--- config.mk ---
export PLATFORM = sky130hd
export DESIGN_NAME = tilt_kalman_filter_three_axis_unit
export DESIGN_NICKNAME = d
export VERILOG_FILES = /design/src/hdl/tkf_pkg.sv /design/src/hdl/tkf_mul.sv /design/src/hdl/tkf_div.sv /design/src/hdl/tilt_kalman_filter_three_axis_unit.sv
export SDC_FILE = /design/constraint.sdc
export NUM_CORES = 2
export LEC_CHECK = 0
export CAP_MARGIN = 20
export CORE_UTILIZATION = 50
export DETAILED_ROUTE_END_ITERATION = 8
export DONT_BUFFER_PORTS = 1
export PLACE_DENSITY = 0.75
export SYNTH_ARGS = -nofsm -noshare
export SYNTH_HDL_FRONTEND = slang
export SYNTH_HIERARCHICAL = 1
export SYNTH_SLANG_ARGS = --single-unit
--- constraint.sdc ---
create_clock -name clk -period 12.5 [get_ports clk]
set_input_delay 0 -clock clk [delete_from_list [all_inputs] [get_ports clk]]
set_output_delay 0 -clock clk [all_outputs]
set_load 0.02 [all_outputs]
--- src/hdl/tkf_pkg.sv ---
package tkf_pkg;

    localparam int FRAC_W    = 24;
    localparam int NUM_AXES  = 3;
    localparam int AXIS_W    = 2;
    localparam logic [AXIS_W-1:0] LAST_AXIS = AXIS_W'(NUM_AXES - 1);

    // bit-serial multiplier: signed a (wide side) times signed b (scanned side)
    localparam int MUL_A_W   = 36;
    localparam int MUL_B_W   = 32;
    localparam int MUL_ACC_W = MUL_A_W - 1 + MUL_B_W;
    localparam int MUL_RND_W = MUL_ACC_W - FRAC_W + 1;
    localparam int MUL_P_W   = MUL_RND_W + 1;
    localparam int MUL_CNT_W = $clog2(MUL_B_W);

    // bit-serial restoring divider: (num << FRAC_W) / den
    localparam int DIV_N_W   = 32;
    localparam int DIV_D_W   = 33;
    localparam int DIV_SH_W  = DIV_N_W + FRAC_W;
    localparam int DIV_CNT_W = $clog2(DIV_SH_W);

    localparam int CFG_W = 24;
    localparam logic [CFG_W-1:0] QA_RESET = 24'd16777;
    localparam logic [CFG_W-1:0] QB_RESET = 24'd50332;
    localparam logic [CFG_W-1:0] R_RESET  = 24'd503316;

    localparam int CFG_IDX_W = 2;
    localparam logic [CFG_IDX_W-1:0] REG_QA = 2'd0;
    localparam logic [CFG_IDX_W-1:0] REG_QB = 2'd1;
    localparam logic [CFG_IDX_W-1:0] REG_R  = 2'd2;

    typedef enum logic [2:0] {
        ST_IDLE,
        ST_LOAD,
        ST_ISSUE,
        ST_WAIT,
        ST_STORE,
        ST_PUSH
    } state_t;

    typedef enum logic [3:0] {
        STP_ANG_PRED,
        STP_M,
        STP_P00,
        STP_P11,
        STP_K0,
        STP_K1,
        STP_ANG_UPD,
        STP_BIAS_UPD,
        STP_C10,
        STP_C00,
        STP_C11,
        STP_C01
    } step_t;

    function automatic logic signed [31:0] sat32(input logic signed [47:0] v);
        if (v[47:31] == {17{v[47]}})
        begin
            return v[31:0];
        end
        else if (v[47])
        begin
            return 32'sh8000_0000;
        end
        else
        begin
            return 32'sh7FFF_FFFF;
        end
    endfunction

endpackage

--- src/hdl/tkf_mul.sv ---
// Shift-add multiplier, one bit of b per cycle, result rounded by 2^-24
// (nearest, ties away from zero).
module tkf_mul (
    input  logic                                    clk,
    input  logic                                    rst_n,
    input  logic                                    start,
    input  logic signed [tkf_pkg::MUL_A_W-1:0]      a,
    input  logic signed [tkf_pkg::MUL_B_W-1:0]      b,
    output logic                                    done,
    output logic signed [tkf_pkg::MUL_P_W-1:0]      prod
);
    localparam int MAG_A_W = tkf_pkg::MUL_A_W - 1;
    localparam int B_W     = tkf_pkg::MUL_B_W;
    localparam int ACC_W   = tkf_pkg::MUL_ACC_W;
    localparam int RND_W   = tkf_pkg::MUL_RND_W;
    localparam int CNT_W   = tkf_pkg::MUL_CNT_W;
    localparam logic [CNT_W-1:0] LAST_CNT = CNT_W'(B_W - 1);

    logic                       busy_reg;
    logic                       rnd_reg;
    logic                       done_reg;
    logic [CNT_W-1:0]           cnt_reg;
    logic [MAG_A_W-1:0]         mag_a_reg;
    logic [B_W-1:0]             mag_b_reg;
    logic [ACC_W-1:0]           acc_reg;
    logic                       neg_reg;
    logic signed [tkf_pkg::MUL_P_W-1:0] prod_reg;

    logic [tkf_pkg::MUL_A_W-1:0] a_neg;
    logic [MAG_A_W-1:0]         mag_a_in;
    logic [B_W-1:0]             mag_b_in;
    logic [MAG_A_W-1:0]         part;
    logic [MAG_A_W:0]           sum;
    logic [ACC_W-1:0]           acc_next;
    logic [RND_W-1:0]           rnd_mag;

    always_comb
    begin
        a_neg    = -a;
        mag_a_in = a[tkf_pkg::MUL_A_W-1] ? a_neg[MAG_A_W-1:0] : a[MAG_A_W-1:0];
        mag_b_in = b[B_W-1] ? (~b + B_W'(1)) : b;
        part     = mag_b_reg[0] ? mag_a_reg : '0;
        sum      = {1'b0, acc_reg[ACC_W-1:B_W]} + {1'b0, part};
        acc_next = {sum, acc_reg[B_W-1:1]};
        rnd_mag  = {1'b0, acc_reg[ACC_W-1:tkf_pkg::FRAC_W]}
                 + {{(RND_W-1){1'b0}}, acc_reg[tkf_pkg::FRAC_W-1]};
    end

    always_ff @(posedge clk or negedge rst_n)
    begin
        if (!rst_n)
        begin
            busy_reg <= 1'b0;
            rnd_reg  <= 1'b0;
            done_reg <= 1'b0;
            cnt_reg  <= '0;
        end
        else
        begin
            done_reg <= 1'b0;
            if (start)
            begin
                busy_reg <= 1'b1;
                cnt_reg  <= '0;
            end
            else if (busy_reg)
            begin
                cnt_reg <= cnt_reg + CNT_W'(1);
                if (cnt_reg == LAST_CNT)
                begin
                    busy_reg <= 1'b0;
                    rnd_reg  <= 1'b1;
                end
            end
            else if (rnd_reg)
            begin
                rnd_reg  <= 1'b0;
                done_reg <= 1'b1;
            end
        end
    end

    always_ff @(posedge clk)
    begin
        if (start)
        begin
            mag_a_reg <= mag_a_in;
            mag_b_reg <= mag_b_in;
            neg_reg   <= a[tkf_pkg::MUL_A_W-1] ^ b[B_W-1];
            acc_reg   <= '0;
        end
        else if (busy_reg)
        begin
            acc_reg   <= acc_next;
            mag_b_reg <= mag_b_reg >> 1;
        end
        else if (rnd_reg)
        begin
            prod_reg <= neg_reg ? -$signed({1'b0, rnd_mag}) : $signed({1'b0, rnd_mag});
        end
    end

    assign done = done_reg;
    assign prod = prod_reg;

endmodule

--- src/hdl/tkf_div.sv ---
// Restoring divider, one quotient bit per cycle: sat32((num << 24) / den),
// truncated toward zero; zero when den is zero.
module tkf_div (
    input  logic                                clk,
    input  logic                                rst_n,
    input  logic                                start,
    input  logic signed [tkf_pkg::DIV_N_W-1:0]  num,
    input  logic signed [tkf_pkg::DIV_D_W-1:0]  den,
    output logic                                done,
    output logic signed [tkf_pkg::DIV_N_W-1:0]  quo
);
    localparam int N_W   = tkf_pkg::DIV_N_W;
    localparam int D_W   = tkf_pkg::DIV_D_W;
    localparam int SH_W  = tkf_pkg::DIV_SH_W;
    localparam int CNT_W = tkf_pkg::DIV_CNT_W;
    localparam logic [CNT_W-1:0] LAST_CNT = CNT_W'(SH_W - 1);

    logic                   busy_reg;
    logic                   fin_reg;
    logic                   done_reg;
    logic [CNT_W-1:0]       cnt_reg;
    logic [SH_W-1:0]        sh_reg;
    logic [D_W-1:0]         dmag_reg;
    logic [D_W-1:0]         rem_reg;
    logic [N_W:0]           q_reg;
    logic                   ovf_reg;
    logic                   neg_reg;
    logic                   zero_reg;
    logic signed [N_W-1:0]  quo_reg;

    logic [N_W-1:0]         nmag_in;
    logic [D_W-1:0]         dmag_in;
    logic [D_W:0]           trial;
    logic [D_W:0]           diff;
    logic                   ge;
    logic                   big;

    always_comb
    begin
        nmag_in = num[N_W-1] ? (~num + N_W'(1)) : num;
        dmag_in = den[D_W-1] ? (~den + D_W'(1)) : den;
        trial   = {rem_reg, sh_reg[SH_W-1]};
        diff    = trial - {1'b0, dmag_reg};
        ge      = trial >= {1'b0, dmag_reg};
        big     = ovf_reg | q_reg[N_W];
    end

    always_ff @(posedge clk or negedge rst_n)
    begin
        if (!rst_n)
        begin
            busy_reg <= 1'b0;
            fin_reg  <= 1'b0;
            done_reg <= 1'b0;
            cnt_reg  <= '0;
        end
        else
        begin
            done_reg <= 1'b0;
            if (start)
            begin
                busy_reg <= 1'b1;
                cnt_reg  <= '0;
            end
            else if (busy_reg)
            begin
                cnt_reg <= cnt_reg + CNT_W'(1);
                if (cnt_reg == LAST_CNT)
                begin
                    busy_reg <= 1'b0;
                    fin_reg  <= 1'b1;
                end
            end
            else if (fin_reg)
            begin
                fin_reg  <= 1'b0;
                done_reg <= 1'b1;
            end
        end
    end

    always_ff @(posedge clk)
    begin
        if (start)
        begin
            sh_reg   <= {nmag_in, {tkf_pkg::FRAC_W{1'b0}}};
            dmag_reg <= dmag_in;
            rem_reg  <= '0;
            q_reg    <= '0;
            ovf_reg  <= 1'b0;
            neg_reg  <= num[N_W-1] ^ den[D_W-1];
            zero_reg <= (den == '0);
        end
        else if (busy_reg)
        begin
            sh_reg  <= sh_reg << 1;
            rem_reg <= ge ? diff[D_W-1:0] : trial[D_W-1:0];
            q_reg   <= {q_reg[N_W-1:0], ge};
            ovf_reg <= ovf_reg | q_reg[N_W];
        end
        else if (fin_reg)
        begin
            if (zero_reg)
            begin
                quo_reg <= '0;
            end
            else if (neg_reg)
            begin
                // magnitude above 2^31 clamps to the most negative value
                quo_reg <= (big || (q_reg[N_W-1] && (q_reg[N_W-2:0] != '0)))
                         ? {1'b1, {(N_W-1){1'b0}}} : -$signed(q_reg[N_W-1:0]);
            end
            else
            begin
                quo_reg <= (big || q_reg[N_W-1]) ? {1'b0, {(N_W-1){1'b1}}}
                                                 : $signed(q_reg[N_W-1:0]);
            end
        end
    end

    assign done = done_reg;
    assign quo  = quo_reg;

endmodule

--- src/hdl/tilt_kalman_filter_three_axis_unit.sv ---
// Three-axis tilt filter: one angle / gyro-bias Kalman filter per axis.
// Input channel (in_valid/in_ready): a request carries three measured angles,
// three gyro rates (Q16.16) and the time step (Q0.24). Output channel
// (out_valid/out_ready): one request per input with three filtered angles and
// three biases (Q16.16, saturating).
// Config port: cfg_we/cfg_index/cfg_data writes Qa (0), Qb (1), R (2); other
// indexes are ignored. Write only while the block is idle.
// Axes run one after another through a shared bit-serial multiplier (ten
// products per axis) and a shared bit-serial divider (two gains per axis).
// One request is processed at a time; in_ready rises again at the same edge
// that loads the result into the output register, so a new request is only
// accepted once the previous one has been pushed.
// A finished result sits in the output register; the next request may be
// accepted and processed while it waits. If the previous result is still not
// taken when the next one finishes, the sequencer holds in its push state.
// Reset clears estimates and covariance to zero, restores the noise
// registers to their defaults and empties the output register.
module tilt_kalman_filter_three_axis_unit (
    input  logic                clk,
    input  logic                rst_n,

    input  logic                in_valid,
    output logic                in_ready,
    input  logic signed [24:0]  meas_angle_x,
    input  logic signed [24:0]  meas_angle_y,
    input  logic signed [24:0]  meas_angle_z,
    input  logic signed [28:0]  rate_x,
    input  logic signed [28:0]  rate_y,
    input  logic signed [28:0]  rate_z,
    input  logic [23:0]         time_step,

    output logic                out_valid,
    input  logic                out_ready,
    output logic signed [31:0]  angle_x,
    output logic signed [31:0]  angle_y,
    output logic signed [31:0]  angle_z,
    output logic signed [31:0]  bias_x,
    output logic signed [31:0]  bias_y,
    output logic signed [31:0]  bias_z,

    input  logic                                cfg_we,
    input  logic [tkf_pkg::CFG_IDX_W-1:0]       cfg_index,
    input  logic [tkf_pkg::CFG_W-1:0]           cfg_data
);
    localparam int AW = tkf_pkg::AXIS_W;
    localparam int NA = tkf_pkg::NUM_AXES;

    // sequencer
    tkf_pkg::state_t    state_reg, state_next;
    tkf_pkg::step_t     step_reg;
    logic [AW-1:0]      axis_reg;

    // noise settings
    logic [tkf_pkg::CFG_W-1:0] qa_reg, qb_reg, r_reg;

    // filter state per axis
    logic signed [31:0] ang_reg  [NA];
    logic signed [31:0] bias_reg [NA];
    logic signed [31:0] p00_reg  [NA];
    logic signed [31:0] p01_reg  [NA];
    logic signed [31:0] p10_reg  [NA];
    logic signed [31:0] p11_reg  [NA];

    // latched request
    logic signed [24:0] meas_reg [NA];
    logic signed [28:0] rate_reg [NA];
    logic [23:0]        dt_reg;

    // working copy of the current axis
    logic signed [31:0] w_ang, w_bias, w_p00, w_p01, w_p10, w_p11;
    logic signed [32:0] w_m;
    logic signed [31:0] w_k0, w_k1, w_y;

    // output register
    logic               out_valid_reg;
    logic signed [31:0] ang_out_reg  [NA];
    logic signed [31:0] bias_out_reg [NA];

    // control decoded from state
    logic               mul_start, div_start, push_en, unit_done, step_is_div;
    logic               last_step;

    // shared arithmetic units
    logic signed [tkf_pkg::MUL_A_W-1:0] mul_a;
    logic signed [tkf_pkg::MUL_B_W-1:0] mul_b;
    logic signed [tkf_pkg::MUL_P_W-1:0] mul_prod;
    logic                               mul_done;
    logic signed [tkf_pkg::DIV_N_W-1:0] div_num;
    logic signed [tkf_pkg::DIV_D_W-1:0] div_den;
    logic signed [tkf_pkg::DIV_N_W-1:0] div_quo;
    logic                               div_done;

    logic signed [24:0] meas_cur;
    logic signed [28:0] rate_cur;
    logic signed [47:0] prod_x;

    tkf_mul u_mul (
        .clk   (clk),
        .rst_n (rst_n),
        .start (mul_start),
        .a     (mul_a),
        .b     (mul_b),
        .done  (mul_done),
        .prod  (mul_prod)
    );

    tkf_div u_div (
        .clk   (clk),
        .rst_n (rst_n),
        .start (div_start),
        .num   (div_num),
        .den   (div_den),
        .done  (div_done),
        .quo   (div_quo)
    );

    // ---------------------------------------------------------------
    // next state
    // ---------------------------------------------------------------
    always_comb
    begin
        state_next = state_reg;
        case (state_reg)
            tkf_pkg::ST_IDLE:
            begin
                if (in_valid)
                begin
                    state_next = tkf_pkg::ST_LOAD;
                end
            end
            tkf_pkg::ST_LOAD:
            begin
                state_next = tkf_pkg::ST_ISSUE;
            end
            tkf_pkg::ST_ISSUE:
            begin
                state_next = tkf_pkg::ST_WAIT;
            end
            tkf_pkg::ST_WAIT:
            begin
                if (unit_done)
                begin
                    state_next = last_step ? tkf_pkg::ST_STORE : tkf_pkg::ST_ISSUE;
                end
            end
            tkf_pkg::ST_STORE:
            begin
                state_next = (axis_reg == tkf_pkg::LAST_AXIS) ? tkf_pkg::ST_PUSH
                                                              : tkf_pkg::ST_LOAD;
            end
            tkf_pkg::ST_PUSH:
            begin
                if (!out_valid_reg || out_ready)
                begin
                    state_next = tkf_pkg::ST_IDLE;
                end
            end
            default:
            begin
                state_next = tkf_pkg::ST_IDLE;
            end
        endcase
    end

    // ---------------------------------------------------------------
    // state outputs
    // ---------------------------------------------------------------
    always_comb
    begin
        in_ready  = 1'b0;
        mul_start = 1'b0;
        div_start = 1'b0;
        push_en   = 1'b0;
        case (state_reg)
            tkf_pkg::ST_IDLE:
            begin
                in_ready = 1'b1;
            end
            tkf_pkg::ST_ISSUE:
            begin
                mul_start = !step_is_div;
                div_start = step_is_div;
            end
            tkf_pkg::ST_PUSH:
            begin
                push_en = !out_valid_reg || out_ready;
            end
            default:
            begin
                in_ready = 1'b0;
            end
        endcase
    end

    assign step_is_div = (step_reg == tkf_pkg::STP_K0) || (step_reg == tkf_pkg::STP_K1);
    assign last_step   = (step_reg == tkf_pkg::STP_C01);
    assign unit_done   = step_is_div ? div_done : mul_done;

    // ---------------------------------------------------------------
    // operand selection
    // ---------------------------------------------------------------
    always_comb
    begin
        meas_cur = meas_reg[axis_reg];
        rate_cur = rate_reg[axis_reg];
        mul_a    = '0;
        mul_b    = {8'b0, dt_reg};
        case (step_reg)
            tkf_pkg::STP_ANG_PRED:
            begin
                mul_a = {{7{rate_cur[28]}}, rate_cur} - {{4{w_bias[31]}}, w_bias};
            end
            tkf_pkg::STP_M:
            begin
                mul_a = {{4{w_p11[31]}}, w_p11};
            end
            tkf_pkg::STP_P00:
            begin
                mul_a = {{3{w_m[32]}}, w_m} - {{4{w_p01[31]}}, w_p01}
                      - {{4{w_p10[31]}}, w_p10} + {12'b0, qa_reg};
            end
            tkf_pkg::STP_P11:
            begin
                mul_a = {12'b0, qb_reg};
            end
            tkf_pkg::STP_ANG_UPD:
            begin
                mul_a = {{4{w_y[31]}}, w_y};
                mul_b = w_k0;
            end
            tkf_pkg::STP_BIAS_UPD:
            begin
                mul_a = {{4{w_y[31]}}, w_y};
                mul_b = w_k1;
            end
            tkf_pkg::STP_C10:
            begin
                mul_a = {{4{w_p00[31]}}, w_p00};
                mul_b = w_k1;
            end
            tkf_pkg::STP_C00:
            begin
                mul_a = {{4{w_p00[31]}}, w_p00};
                mul_b = w_k0;
            end
            tkf_pkg::STP_C11:
            begin
                mul_a = {{4{w_p01[31]}}, w_p01};
                mul_b = w_k1;
            end
            tkf_pkg::STP_C01:
            begin
                mul_a = {{4{w_p01[31]}}, w_p01};
                mul_b = w_k0;
            end
            default:
            begin
                mul_a = '0;
            end
        endcase
        // S = P00 + R, gains share it
        div_den = {w_p00[31], w_p00} + {9'b0, r_reg};
        div_num = (step_reg == tkf_pkg::STP_K0) ? w_p00 : w_p10;
        prod_x  = {{3{mul_prod[tkf_pkg::MUL_P_W-1]}}, mul_prod};
    end

    // ---------------------------------------------------------------
    // control registers, configuration and filter state
    // ---------------------------------------------------------------
    always_ff @(posedge clk or negedge rst_n)
    begin
        if (!rst_n)
        begin
            state_reg     <= tkf_pkg::ST_IDLE;
            step_reg      <= tkf_pkg::STP_ANG_PRED;
            axis_reg      <= '0;
            out_valid_reg <= 1'b0;
            qa_reg        <= tkf_pkg::QA_RESET;
            qb_reg        <= tkf_pkg::QB_RESET;
            r_reg         <= tkf_pkg::R_RESET;
            for (int i = 0; i < NA; i++)
            begin
                ang_reg[i]  <= '0;
                bias_reg[i] <= '0;
                p00_reg[i]  <= '0;
                p01_reg[i]  <= '0;
                p10_reg[i]  <= '0;
                p11_reg[i]  <= '0;
            end
        end
        else
        begin
            state_reg <= state_next;

            if (cfg_we)
            begin
                case (cfg_index)
                    tkf_pkg::REG_QA: qa_reg <= cfg_data;
                    tkf_pkg::REG_QB: qb_reg <= cfg_data;
                    tkf_pkg::REG_R:  r_reg  <= cfg_data;
                    default:         qa_reg <= qa_reg;
                endcase
            end

            if (state_reg == tkf_pkg::ST_IDLE && in_valid)
            begin
                axis_reg <= '0;
            end

            if (state_reg == tkf_pkg::ST_LOAD)
            begin
                step_reg <= tkf_pkg::STP_ANG_PRED;
            end
            else if (state_reg == tkf_pkg::ST_WAIT && unit_done && !last_step)
            begin
                step_reg <= tkf_pkg::step_t'(step_reg + 4'd1);
            end

            if (state_reg == tkf_pkg::ST_STORE)
            begin
                ang_reg[axis_reg]  <= w_ang;
                bias_reg[axis_reg] <= w_bias;
                p00_reg[axis_reg]  <= w_p00;
                p01_reg[axis_reg]  <= w_p01;
                p10_reg[axis_reg]  <= w_p10;
                p11_reg[axis_reg]  <= w_p11;
                if (axis_reg != tkf_pkg::LAST_AXIS)
                begin
                    axis_reg <= axis_reg + AW'(1);
                end
            end

            if (push_en)
            begin
                out_valid_reg <= 1'b1;
            end
            else if (out_ready)
            begin
                out_valid_reg <= 1'b0;
            end
        end
    end

    // ---------------------------------------------------------------
    // datapath registers
    // ---------------------------------------------------------------
    always_ff @(posedge clk)
    begin
        if (state_reg == tkf_pkg::ST_IDLE && in_valid)
        begin
            meas_reg[0] <= meas_angle_x;
            meas_reg[1] <= meas_angle_y;
            meas_reg[2] <= meas_angle_z;
            rate_reg[0] <= rate_x;
            rate_reg[1] <= rate_y;
            rate_reg[2] <= rate_z;
            dt_reg      <= time_step;
        end

        if (state_reg == tkf_pkg::ST_LOAD)
        begin
            w_ang  <= ang_reg[axis_reg];
            w_bias <= bias_reg[axis_reg];
            w_p00  <= p00_reg[axis_reg];
            w_p01  <= p01_reg[axis_reg];
            w_p10  <= p10_reg[axis_reg];
            w_p11  <= p11_reg[axis_reg];
        end
        else if (state_reg == tkf_pkg::ST_WAIT && unit_done)
        begin
            case (step_reg)
                tkf_pkg::STP_ANG_PRED:
                begin
                    w_ang <= tkf_pkg::sat32({{16{w_ang[31]}}, w_ang} + prod_x);
                end
                tkf_pkg::STP_M:
                begin
                    w_m <= mul_prod[32:0];
                end
                tkf_pkg::STP_P00:
                begin
                    w_p00 <= tkf_pkg::sat32({{16{w_p00[31]}}, w_p00} + prod_x);
                    w_p01 <= tkf_pkg::sat32({{16{w_p01[31]}}, w_p01}
                                            - {{15{w_m[32]}}, w_m});
                    w_p10 <= tkf_pkg::sat32({{16{w_p10[31]}}, w_p10}
                                            - {{15{w_m[32]}}, w_m});
                end
                tkf_pkg::STP_P11:
                begin
                    w_p11 <= tkf_pkg::sat32({{16{w_p11[31]}}, w_p11} + prod_x);
                end
                tkf_pkg::STP_K0:
                begin
                    w_k0 <= div_quo;
                end
                tkf_pkg::STP_K1:
                begin
                    w_k1 <= div_quo;
                    // innovation against the predicted angle
                    w_y  <= tkf_pkg::sat32({{23{meas_cur[24]}}, meas_cur}
                                           - {{16{w_ang[31]}}, w_ang});
                end
                tkf_pkg::STP_ANG_UPD:
                begin
                    w_ang <= tkf_pkg::sat32({{16{w_ang[31]}}, w_ang} + prod_x);
                end
                tkf_pkg::STP_BIAS_UPD:
                begin
                    w_bias <= tkf_pkg::sat32({{16{w_bias[31]}}, w_bias} + prod_x);
                end
                // P10 and P11 first: they need P00 and P01 before their update
                tkf_pkg::STP_C10:
                begin
                    w_p10 <= tkf_pkg::sat32({{16{w_p10[31]}}, w_p10} - prod_x);
                end
                tkf_pkg::STP_C00:
                begin
                    w_p00 <= tkf_pkg::sat32({{16{w_p00[31]}}, w_p00} - prod_x);
                end
                tkf_pkg::STP_C11:
                begin
                    w_p11 <= tkf_pkg::sat32({{16{w_p11[31]}}, w_p11} - prod_x);
                end
                tkf_pkg::STP_C01:
                begin
                    w_p01 <= tkf_pkg::sat32({{16{w_p01[31]}}, w_p01} - prod_x);
                end
                default:
                begin
                    w_m <= w_m;
                end
            endcase
        end

        if (push_en)
        begin
            for (int i = 0; i < NA; i++)
            begin
                ang_out_reg[i]  <= ang_reg[i];
                bias_out_reg[i] <= bias_reg[i];
            end
        end
    end

    assign out_valid = out_valid_reg;
    assign angle_x   = ang_out_reg[0];
    assign angle_y   = ang_out_reg[1];
    assign angle_z   = ang_out_reg[2];
    assign bias_x    = bias_out_reg[0];
    assign bias_y    = bias_out_reg[1];
    assign bias_z    = bias_out_reg[2];

    // ---------------------------------------------------------------
    // assertions
    // ---------------------------------------------------------------
    a_axis_range: assert property (@(posedge clk) disable iff (!rst_n)
        axis_reg <= tkf_pkg::LAST_AXIS)
        else $error("axis counter out of range");

    a_done_in_wait: assert property (@(posedge clk) disable iff (!rst_n)
        (mul_done || div_done) |-> (state_reg == tkf_pkg::ST_WAIT))
        else $error("arithmetic unit finished outside wait state");

    a_accept_starts: assert property (@(posedge clk) disable iff (!rst_n)
        (in_valid && in_ready) |=> (state_reg == tkf_pkg::ST_LOAD && axis_reg == '0))
        else $error("request accepted but axis sweep not started");

    a_push_valid: assert property (@(posedge clk) disable iff (!rst_n)
        push_en |=> (out_valid_reg && state_reg == tkf_pkg::ST_IDLE))
        else $error("result push did not raise out_valid");

endmodule
==> impl_metrics.env <==
export IMPL_fin_crit_ns=8.19
export IMPL_syn_area_um2=111000
export IMPL_leakagePower_nw=51.2
export IMPL_via_count=98300
export IMPL_antenna_left=0
export IMPL_critical_path_arrival_ns=8.82
export IMPL_start_util=0.504
export IMPL_ys_flop_type="edfxtp_1"
export IMPL_cp_max_fo=73
export IMPL_fillers=18500
export IMPL_layout_drive_gt1_share=0.0946
export IMPL_seqPwrFrac=0.353
export IMPL_ys_seq_area_frac=0.420
export IMPL_hold_buffers=435
export IMPL_cts_setup_buffers=0
export IMPL_grt_pass1_wl_um=633000
export IMPL_hold_viol=0
export IMPL_synth_xor_area_frac=0.0559
export IMPL_synth_edff_count=911
export IMPL_power_density_nw_per_um2=159
export IMPL_dp_hpwl_um=313000
export IMPL_placement_io_buffers=0
export IMPL_overflow=0
export IMPL_yosysUniqueCellTypes=128
export IMPL_crit_path_end_kind="flip-flop"
export IMPL_cp_start_kind="flip-flop"
export IMPL_grt_usage=0.383
export IMPL_period_share=0.656
export IMPL_cts_made_buffers=183
export IMPL_maxCapViolations=0
export IMPL_synthTopCellsByArea="edfxtp_1 25%, dfrtp_1 15%, ha_1 7.3%"
export IMPL_yosys_register_bits=1697
export IMPL_violations="DRC"
export IMPL_synth_commonest_cells="1,039 x nand2_1, 911 x edfxtp_1, 868 x o21ai_0, 838 x a21oi_1, 764 x nor2_1"
export IMPL_worstMarginPinSlew_ns=1.35
export IMPL_synthAdderAreaFrac=0.0863
export IMPL_wl_um=440000
export IMPL_coreArea_um2=220000
export IMPL_maxSlewHeadroom=0.0934
export IMPL_final_cells=14800
export IMPL_wire_per_inst_um=29.8
export IMPL_synth_compound_area_share=0.196
export IMPL_grt_max_degree=676
export IMPL_die_height_um=472
export IMPL_dieArea_um2=223000
export IMPL_share_comb_of_total_power=0.354
export IMPL_critPathRequiredTime_ns=13.13
export IMPL_grt_pass1_vias=92700
export IMPL_areaGrowthSynthToFinish_pct=12.7
export IMPL_outcome="finished with violations"
export IMPL_intPower_mw=12.1
export IMPL_clockRootBuffer="clkbuf_16"
export IMPL_slew_viol_final=0
export IMPL_pin_count=411
export IMPL_clock_latency_ns=0.92
export IMPL_drt_pass1_iter_count=9
export IMPL_syn_mean_instance_area_um2=9.73
export IMPL_clock_skew_ns=0.0902
export IMPL_yosys_warnings=6
export IMPL_clock_fmax_mhz=122
export IMPL_worst_r2r_setup_slack_ns=4.31
export IMPL_htreeDepth=4
export IMPL_synth_top_area_share=0.247
export IMPL_sw_frac_of_total=0.386
export IMPL_hold_slack_ns=0.0833
export IMPL_syn_nets=12300
export IMPL_crit_type="flip-flop to flip-flop"
export IMPL_tns_ns=0
export IMPL_drc_errors=82
export IMPL_layout_nets=12500
export IMPL_setup_viol=0
export IMPL_hold_path_class="input pin to flip-flop"
export IMPL_dieWidth_um=472
export IMPL_ir_drop_uv=152
export IMPL_power_total_mw=19.8
export IMPL_postCtsResizedCells=0
export IMPL_grt_setup_unrepaired="false"
export IMPL_synth_top_family_by_area="compound AO/OA/AOI/OAI gates"
export IMPL_yosysMostFrequentCell="nand2_1"
export IMPL_place_gp_congestion=1.07
export IMPL_cts_tree="built"
export IMPL_numClockSinks=1697
export IMPL_antenna_found_initial=77
export IMPL_clk_pin_slew_ns=0.07
export IMPL_synth_mux_area_frac=0.0712
export IMPL_synthArstFlopShare=0.398
export IMPL_fp_row_count=172
export IMPL_utilization=0.567
export IMPL_clockBufferDepth=3
export IMPL_clkPwrFrac=0.293
export IMPL_synthCells=11400
export IMPL_netlist_top_cell_by_area="edfxtp_1"
export IMPL_numPlacedInstances=13900
export IMPL_drt_vias_per_instance=6.66
export IMPL_drt_iter0_drc=13700
export IMPL_yosys_area_share_simple=0.130
export IMPL_switching_power_mw=7.63
[power by group through the flow]
stage	sequential (mW)	clock, mW	combinational, mW
global placement	7.05	0	6.31
CTS	6.95	5.75	6.64
finish	6.99	5.80	6.99
detailed placement	7.06	0	6.46
global route	6.99	6.02	7.40
floorplan	6.71	0	4.65
[placed cells by master, fill, tap and decap left out, types with 256 or more instances in the layout]
cell type	n
dfrtp_1	650
inv_1	518
nor2_1	760
nand2_1	1039
a21o_1	256
xor2_1	258
a21oi_1	838
o21ai_0	858
mux2i_1	323
xnor2_1	443
edfxtp_1	911
mux2_2	413
dlygate4sd3_1	437
ha_1	644
[final cells by class]
| type | count | area [um^2] | share of cell area |
|---|---|---|---|
| multi-input cells | 8551 | 60000 | 0.482 |
| repair buffers | 625 | 6010 | 0.0482 |
| flip-flops and latches | 1697 | 46500 | 0.373 |
| inverters | 532 | 2000 | 0.0160 |
| clock inverters | 121 | 1360 | 0.0109 |
| well taps | 2958 | 3700 | 0.0297 |
| diodes | 44 | 110 | 0.000883 |
| clock buffers | 227 | 4960 | 0.0398 |
[metal layers]
metal,track usage,vias up,routed length (um)
li1,-,42400,-
met1,0.489,47700,165000
met2,0.559,6587,186000
met3,0.120,1547,54600
met4,0.252,56,33900
met5,0.00173,-,393
[critical path, cell delays in order, from the launching register on]
cell	delay, ns
dfrtp_4	1.03
buf_4	0.77
o21ai_0	0.64
ha_1	0.48
nor2b_1	0.13
o21ai_0	0.24
a21boi_0	0.17
o21ai_0	0.24
a21oi_1	0.18
a41o_1	0.32
a221oi_1	0.51
o21ai_0	0.24
a21o_1	0.21
a21oi_1	0.20
xnor2_1	0.27
o2111ai_1	0.23
or4_1	0.66
nor4_1	0.48
nand2_1	0.22
o31a_1	0.39
a21oi_1	0.17
xnor2_1	0.09
[metrics by stage]
| step | setup slack [ns] | cell area, um^2 |
|---|---|---|
| 2_1_floorplan | 3.01 | 111000 |
| 3_3_place_gp | 4.93 | 113000 |
| 3_5_place_dp | 4.82 | 114000 |
| 4_1_cts | 4.74 | 124000 |
| 5_1_grt | 4.03 | 125000 |
| 6_report | 4.31 | 125000 |
[final timing paths]
path | from | to | depth (start not counted)
min | cfg_data[15] | qa_reg[15] | 3
max | axis_reg[1] | u_mul/mag_a_reg[32] | 21
min in group asynchronous | rst_n | qb_reg[2] | 3
max reg2reg | axis_reg[1] | u_mul/mag_a_reg[32] | 21
min reg2reg | u_div/quo[27] | w_k0[27] | 0
max in group asynchronous | rst_n | u_mul/cnt_reg[4] | 5
[kinds of logic after synthesis]
logic type,count (synthesis)
AO/OA/AOI/OAI,3368
multiplexers,736
buffers and inverters,1125
adder cells (fa/ha/maj),721
flip-flops,1697
XOR/XNOR,705
AND/OR/NAND/NOR,3021
Note: power is estimated with default switching activity, not from simulation.
